**src/uer_pkg.sv**
```systemverilog
// Shared types and constants for the ultrasonic echo ranger.
// No dependencies; imported by ultrasonic_echo_ranger.
`timescale 1ns / 1ps
`default_nettype none

package uer_pkg;

    // Ticks of 0.5 us per centimetre of range (58 us per cm round trip).
    localparam int unsigned TICKS_PER_CM = 116;
    localparam int unsigned REM_W        = 7;
    localparam int unsigned DIST_W       = 10;
    localparam int unsigned COUNT_W      = 16;
    localparam int unsigned TRIG_W       = 8;

    localparam logic [REM_W-1:0]   REM_LAST  = REM_W'(TICKS_PER_CM - 1);
    localparam logic [COUNT_W-1:0] COUNT_MAX = '1;

    typedef enum logic [3:0] {
        PH_IDLE = 4'b0001,
        PH_TRIG = 4'b0010,
        PH_WAIT = 4'b0100,
        PH_HIGH = 4'b1000
    } t_phase;

    typedef enum logic [1:0] {
        CFG_TRIGGER_TICKS   = 2'd0,
        CFG_TIMEOUT_TICKS   = 2'd1,
        CFG_MAX_DISTANCE_CM = 2'd2,
        CFG_CRIT_RANGE_CM   = 2'd3
    } t_cfg_idx;

    typedef struct packed {
        logic              front_critical;
        logic              timed_out;
        logic [DIST_W-1:0] distance_cm;
        logic              done_res;
        logic              busy_res;
        logic              trigger;
    } t_result;

endpackage

`default_nettype wire

```
**src/ultrasonic_echo_ranger.sv**
```systemverilog
// Ultrasonic echo ranger: trigger pulse generation, echo timing and distance report.
// Depends on uer_pkg for the phase type, register indexes and widths.
`timescale 1ns / 1ps
`default_nettype none

// One input word is one 0.5 us timer tick carrying a start request and the sampled
// echo level; every accepted word yields exactly one result word. A start while idle
// drives trigger high for trigger_ticks ticks (0 acts as 1), then the block waits for
// echo to rise and counts high ticks. On the first low sample it reports
// floor(width / 116) cm; if timeout_ticks ticks pass after the trigger ends first,
// it reports max_distance_cm with timed_out set. Distance and timeout are held
// between measurements; front_critical compares the held distance against the
// current critical range register. Rate: one word per clock cycle. The whole tick
// update is a combinational state step feeding one output register; the input side
// stalls only while that register holds a word that the master side has not taken.
// The distance is kept as a running quotient and remainder alongside the width
// count, so no divider sits in the path. Configuration words are always taken
// (o_cfg_ready is tied high) and must be written while the block is idle.
module ultrasonic_echo_ranger
    import uer_pkg::*;
(
    input  wire logic        i_clk,
    input  wire logic        i_rst_n,

    // Input ticks. tdata from bit 0: start_req, echo, zero fill.
    input  wire logic        s_axis_tvalid,
    output logic             s_axis_tready,
    input  wire logic [7:0]  s_axis_tdata,

    // Results. tdata from bit 0: trigger, busy_res, done_res, distance_cm[9:0],
    // timed_out, front_critical, zero fill.
    output logic             m_axis_tvalid,
    input  wire logic        m_axis_tready,
    output logic [15:0]      m_axis_tdata,

    // Register writes
    input  wire logic        i_cfg_valid,
    output logic             o_cfg_ready,
    input  wire logic [1:0]  i_cfg_index,
    input  wire logic [15:0] i_cfg_data
);

    // Configuration registers
    logic [TRIG_W-1:0]  r_trigger_ticks;
    logic [COUNT_W-1:0] r_timeout_ticks;
    logic [DIST_W-1:0]  r_max_distance_cm;
    logic [DIST_W-1:0]  r_crit_range_cm;

    // Measurement state
    t_phase             r_phase,         n_phase;
    logic [TRIG_W-1:0]  r_trigger_count, n_trigger_count;
    logic [COUNT_W-1:0] r_wait_count,    n_wait_count;
    logic [COUNT_W-1:0] r_high_width,    n_high_width;
    logic [DIST_W-1:0]  r_quot,          n_quot;     // high_width / 116
    logic [REM_W-1:0]   r_rem,           n_rem;      // high_width % 116
    logic [DIST_W-1:0]  r_last_distance, n_last_distance;
    logic               r_last_timeout,  n_last_timeout;

    // Output register
    logic               r_out_valid;
    t_result            r_out,           n_out;

    logic               s_accept;
    logic               in_start;
    logic               in_echo;

    assign in_start      = s_axis_tdata[0];
    assign in_echo       = s_axis_tdata[1];
    assign s_axis_tready = !r_out_valid || m_axis_tready;
    assign s_accept      = s_axis_tvalid && s_axis_tready;
    assign o_cfg_ready   = 1'b1;

    assign m_axis_tvalid = r_out_valid;
    assign m_axis_tdata  = {1'b0, r_out};

    // One tick of the measurement sequencer
    always_comb begin
        t_phase            ph;
        logic [TRIG_W-1:0] tc;
        logic [TRIG_W-1:0] tlen;
        logic              trig;
        logic              done;

        ph              = r_phase;
        tc              = r_trigger_count;
        tlen            = (r_trigger_ticks == '0) ? TRIG_W'(1) : r_trigger_ticks;
        trig            = 1'b0;
        done            = 1'b0;
        n_wait_count    = r_wait_count;
        n_high_width    = r_high_width;
        n_quot          = r_quot;
        n_rem           = r_rem;
        n_last_distance = r_last_distance;
        n_last_timeout  = r_last_timeout;

        // Start while idle: this tick is already the first trigger tick
        if (ph == PH_IDLE && in_start) begin
            ph = PH_TRIG;
            tc = '0;
        end

        case (ph)
            PH_TRIG: begin
                trig = 1'b1;
                tc   = tc + TRIG_W'(1);
                if (tc >= tlen || tc == '0) begin
                    ph           = PH_WAIT;
                    n_wait_count = '0;
                    n_high_width = '0;
                    n_quot       = '0;
                    n_rem        = '0;
                end
            end
            PH_WAIT, PH_HIGH: begin
                if (ph == PH_HIGH && !in_echo) begin
                    // Falling edge wins over a timeout on the same tick
                    n_last_distance = r_quot;
                    n_last_timeout  = 1'b0;
                    ph              = PH_IDLE;
                    done            = 1'b1;
                end else begin
                    if (in_echo) begin
                        ph = PH_HIGH;
                        if (r_high_width != COUNT_MAX) begin
                            n_high_width = r_high_width + COUNT_W'(1);
                            if (r_rem == REM_LAST) begin
                                n_rem  = '0;
                                n_quot = r_quot + DIST_W'(1);
                            end else begin
                                n_rem  = r_rem + REM_W'(1);
                            end
                        end
                    end
                    if (r_wait_count != COUNT_MAX) begin
                        n_wait_count = r_wait_count + COUNT_W'(1);
                    end
                    if (n_wait_count >= r_timeout_ticks) begin
                        n_last_distance = r_max_distance_cm;
                        n_last_timeout  = 1'b1;
                        ph              = PH_IDLE;
                        done            = 1'b1;
                    end
                end
            end
            default: begin
                // idle without a start: hold everything
            end
        endcase

        n_phase         = ph;
        n_trigger_count = tc;

        n_out.trigger        = trig;
        n_out.busy_res       = (ph != PH_IDLE);
        n_out.done_res       = done;
        n_out.distance_cm    = n_last_distance;
        n_out.timed_out      = n_last_timeout;
        n_out.front_critical = (n_last_distance != '0) &&
                               (n_last_distance <= r_crit_range_cm);
    end

    // Configuration writes
    always_ff @(posedge i_clk) begin
        if (!i_rst_n) begin
            r_trigger_ticks   <= TRIG_W'(20);
            r_timeout_ticks   <= COUNT_W'(60000);
            r_max_distance_cm <= DIST_W'(400);
            r_crit_range_cm   <= DIST_W'(20);
        end else if (i_cfg_valid && o_cfg_ready) begin
            case (i_cfg_index)
                CFG_TRIGGER_TICKS:   r_trigger_ticks   <= i_cfg_data[TRIG_W-1:0];
                CFG_TIMEOUT_TICKS:   r_timeout_ticks   <= i_cfg_data;
                CFG_MAX_DISTANCE_CM: r_max_distance_cm <= i_cfg_data[DIST_W-1:0];
                CFG_CRIT_RANGE_CM:   r_crit_range_cm   <= i_cfg_data[DIST_W-1:0];
                default: begin
                end
            endcase
        end
    end

    // Advance state on every accepted tick
    always_ff @(posedge i_clk) begin
        if (!i_rst_n) begin
            r_phase         <= PH_IDLE;
            r_trigger_count <= '0;
            r_wait_count    <= '0;
            r_high_width    <= '0;
            r_quot          <= '0;
            r_rem           <= '0;
            r_last_distance <= '0;
            r_last_timeout  <= 1'b0;
        end else if (s_accept) begin
            r_phase         <= n_phase;
            r_trigger_count <= n_trigger_count;
            r_wait_count    <= n_wait_count;
            r_high_width    <= n_high_width;
            r_quot          <= n_quot;
            r_rem           <= n_rem;
            r_last_distance <= n_last_distance;
            r_last_timeout  <= n_last_timeout;
        end
    end

    // Output register: load on accept, drop once taken
    always_ff @(posedge i_clk) begin
        if (!i_rst_n) begin
            r_out_valid <= 1'b0;
        end else if (s_accept) begin
            r_out_valid <= 1'b1;
        end else if (m_axis_tready) begin
            r_out_valid <= 1'b0;
        end
    end

    always_ff @(posedge i_clk) begin
        if (s_accept) begin
            r_out <= n_out;
        end
    end

    // A start taken while idle shows the trigger high in the loaded result
    a_start_triggers: assert property (@(posedge i_clk) disable iff (!i_rst_n)
        (s_accept && r_phase == PH_IDLE && in_start) |=> r_out.trigger)
        else $error("start while idle did not raise trigger");

    // A completing tick always returns the sequencer to idle
    a_done_idles: assert property (@(posedge i_clk) disable iff (!i_rst_n)
        (s_accept && n_out.done_res) |=> (r_phase == PH_IDLE && !r_out.busy_res))
        else $error("measurement completed but sequencer not idle");

    // Width count, quotient and remainder are all cleared when the trigger ends and waiting begins
    a_rem_range: assert property (@(posedge i_clk) disable iff (!i_rst_n)
        (s_accept && r_phase == PH_TRIG && n_phase == PH_WAIT)
            |=> (r_rem == '0 && r_quot == '0 && r_high_width == '0))
        else $error("width quotient not cleared at start of wait");

endmodule

`default_nettype wire
```
**config.mk**
```make
export PLATFORM = sky130hd
export DESIGN_NAME = ultrasonic_echo_ranger
export DESIGN_NICKNAME = d
export VERILOG_FILES = /design/src/uer_pkg.sv /design/src/ultrasonic_echo_ranger.sv
export SDC_FILE = /design/constraint.sdc
export NUM_CORES = 1
export LEC_CHECK = 0
export BUFFER_PORTS_ARGS = -buffer_cell sky130_fd_sc_hd__buf_2
export CAP_MARGIN = 20
export CORE_MARGIN = 3
export CORE_UTILIZATION = 35
export DETAILED_ROUTE_END_ITERATION = 8
export PLACE_DENSITY = 0.56
export SKIP_LAST_GASP = 1
export SYNTH_ARGS = -nofsm -noshare
export SYNTH_HDL_FRONTEND = slang
export SYNTH_SLANG_ARGS = --single-unit
```
**constraint.sdc**
```tcl
create_clock -name i_clk -period 9.3 [get_ports i_clk]
set_input_delay 0 -clock i_clk [delete_from_list [all_inputs] [get_ports i_clk]]
set_output_delay 0 -clock i_clk [all_outputs]
set_load 0.02 [all_outputs]
```
==> run_results.csv <==
group,metric,value,unit
layout,final_common_cell,"nand2_1",
critical_path,critPathMaxFanout,14,
placement,place_hpwl,11800,um
cts,worstSkewPairLatency,0.43,ns
drt,dr.first_iter.drc_count,392,
sta,setup_viol,0,
drt,drc,0,
sta,timing.final.hold_violations,0,
sta,fmax,161,MHz
synthesis,seq_area_frac_synth,40.0,%
cts,path_clk_slew,0.06,ns
drt,wl_per_cell,14.7,um
cts,cts.sinks,132,
die,dieArea,21700,um^2
synthesis,yosysWarnings,0,
layout,stdcell_area,8180,um^2
sta,slew_violations,0,
drt,via_count,6194,
critical_path,crit_arrival,6.47,ns
global_route,grt_pass1_vias,5906,
critical_path,path_class,"register to register",
critical_path,path_buf_inv,2,
critical_path,required,9.55,ns
critical_path,crit_family,"compound AO/OA/AOI/OAI gates",
drt,vias_per_cell,5.14,
layout,final_cell_mix,"nand2_1, dfxtp_1, a21oi_1",
drt,routed_wl,17800,um
sta,post-route-period-util,66.9,%
sta,slew_headroom,36.6,%
synthesis,synth_area_leaders,"dfxtp_1, nand2_1, ha_1",
drt,drt_first_pass_iters,5,
synthesis,syn_area_per_cell,7.90,um^2
sta,fin_skew,0.0136,ns
critical_path,crit_path_top_delay_cell,"or4b_1",
global_route,grt_max_degree,71,
die,rows,51,
layout,drive_gt1_share,10.6,%
cts,cts_buffers,17,
layout,fill_cells,2041,
die,core-area,19500,um^2
critical_path,cp-end-kind,"register",
layout,fin_nets,997,
sta,worstMarginPinSlew,0.944,ns
critical_path,crit_chain,"and4_1, nand4_1, nor3_1, buf_2, xor2_1, ha_1, nand2b_4, a2111oi_2, a2111oi_0, or4b_1, o21a_1, o22ai_1, inv_1, ha_1, a21o_1, a21o_1, a21oi_1, nor2_1, a2111oi_0, a31oi_1, a41oi_1",
die,die_y,147,um
die,fp.dieW,147,um
worst_hold_path,hold_class,"input pin to register",
placement,gp_congestion,0.814,
cts,postCtsSetupRepairBufs,0,
cts,cts_resized,0,
global_route,antenna_found_initial,0,
power_and_ir_drop,power_leakage,3.24,nW
synthesis,postSynth.asyncResetShare,0,%
cts,clock-root-buffer,"clkbuf_16",
power_and_ir_drop,max-vdd-ir-drop,0.117,mV
synthesis,synth_area_leader_cell,"dfxtp_1",
synthesis,synthCells,885,
die,ios,50,
synthesis,ys_ff_latch,132,
critical_path,critPathLaunchType,"register",
global_route,gr-usage-all-layers,16.9,%
cts,cts_tree,"done",
synthesis,netlist_area,6990,um^2
power_and_ir_drop,power_density,164,nW/um^2
critical_path,cpPeakStageDelay,0.85,ns
drt,ant_nets,0,
placement,io_buffer_count,41,
synthesis,synth_ff_type,"dfxtp_1",
layout,diodes,0,
sta,tns,0,ns
cts,cts_buffer_depth,2,
global_route,grt_pass1_wl,29900,um
cts,cts.htree.levels,4,
synthesis,synth_top_area_share,33.5,%
sta,rsz0062_at_grt,"false",
placement,detailed_place.area,7420,um^2
synthesis,syn_nets,955,
synthesis,synth_edf_count,15,
cts,hold_buffers,19,
flow_run,maxCapViolations,0,
run_status,status,"completed",
sta,period_minus_slack,6.22,ns
layout,area_delta_synth_final,17.0,%
layout,final_util,41.9,%
global_route,grt_overflow_total,0,
die,initial_core_util,35.8,%
synthesis,yosysUniqueCellTypes,60,
==> synth_stat cells (6+ instances only) <==
cell type	count
nand3_1	32
edfxtp_1	15
o21ai_0	38
nand4_1	22
nor2_1	82
a31oi_1	13
nand2_1	141
a21o_1	10
and3_1	9
mux2i_1	7
o211ai_1	14
xor2_1	9
dfxtp_1	117
xnor2_1	12
inv_1	49
or4_1	6
clkbuf_1	38
a21oi_1	96
and2_1	7
o21a_1	9
or3_1	17
buf_2	6
ha_1	39
nor3_1	15
o22ai_1	6
==> report_power, final <==
part           internal, mW  switching [mW]
Clock                 0.378           0.268
Sequential            0.589         0.00681
Combinational        0.0334          0.0637
Total                  1.00           0.339
==> layout make-up <==
class / instances / area, um^2 / share of cell area, %
flip-flops and latches: 132 / 2790 / 34.1
inverters: 50 / 188 / 2.29
well taps: 265 / 332 / 4.05
clock inverters: 13 / 121 / 1.48
clock buffers: 19 / 443 / 5.42
multi-input cells: 652 / 3800 / 46.5
repair buffers: 74 / 498 / 6.09
==> kinds of logic after synthesis <==
logic type	after synthesis	share of synthesized area, %
other	2	0.107
XOR/XNOR	21	2.63
flip-flops	132	40.0
AND/OR/NAND/NOR	361	24.1
AO/OA/AOI/OAI	221	19.2
buffers and inverters	101	5.80
multiplexers	8	1.16
adder cells (fa/ha/maj)	39	6.98
==> registers in the layout (all words and copies together) (netlist names) <==
register           cells
r_last_timeout         1
r_rem                  7
r_trigger_ticks        8
r_last_distance       10
r_high_width          16
m_axis_tdata          15
r_max_distance_cm     10
r_quot                10
r_wait_count          16
r_crit_range_cm       10
r_phase                4
r_trigger_count        8
r_timeout_ticks       16
m_axis_tvalid          1
==> tightest hold or removal path: stages <==
cell and delay (ns):
buf_2 0.12, a41o_1 0.16, nand2_1 0.05, a21oi_1 0.10
==> through the flow <==
step | power [mW] | hold WS (ns) | cells | worst slack [ns]
2_1_floorplan | 0.666 | 0.124 | 885 | 4.24
3_3_place_gp | 0.698 | 0.223 | 1153 | 2.79
3_5_place_dp | 0.699 | 0.229 | 1153 | 2.73
4_1_cts | 1.36 | 0.0346 | 1204 | 2.71
5_1_grt | 1.40 | 0.0654 | 1205 | 2.48
6_report | 1.34 | 0.0455 | 1205 | 3.08
==> path summary, 6_finish.rpt <==
kind | from | endpoint | slack (ns) | cells past startpoint
setup / recovery | r_wait_count[4] | m_axis_tdata[14] | 3.08 | 21
hold / removal | s_axis_tdata[0] | r_phase[1] | 0.05 | 4
setup reg to reg | r_wait_count[4] | m_axis_tdata[14] | 3.08 | 21
hold reg to reg | r_max_distance_cm[2] | r_max_distance_cm[2] | 0.46 | 2
==> layer usage <==
metal  up-vias  routed length, um  GRT usage (%)
li1       3199                  -              -
met1      2856               8780           22.9
met2       114               8120           27.3
met3        25                611           2.96
met4         0                252           6.01
met5         -                  0              0
No activity file was read; power rests on OpenSTA's default activity.
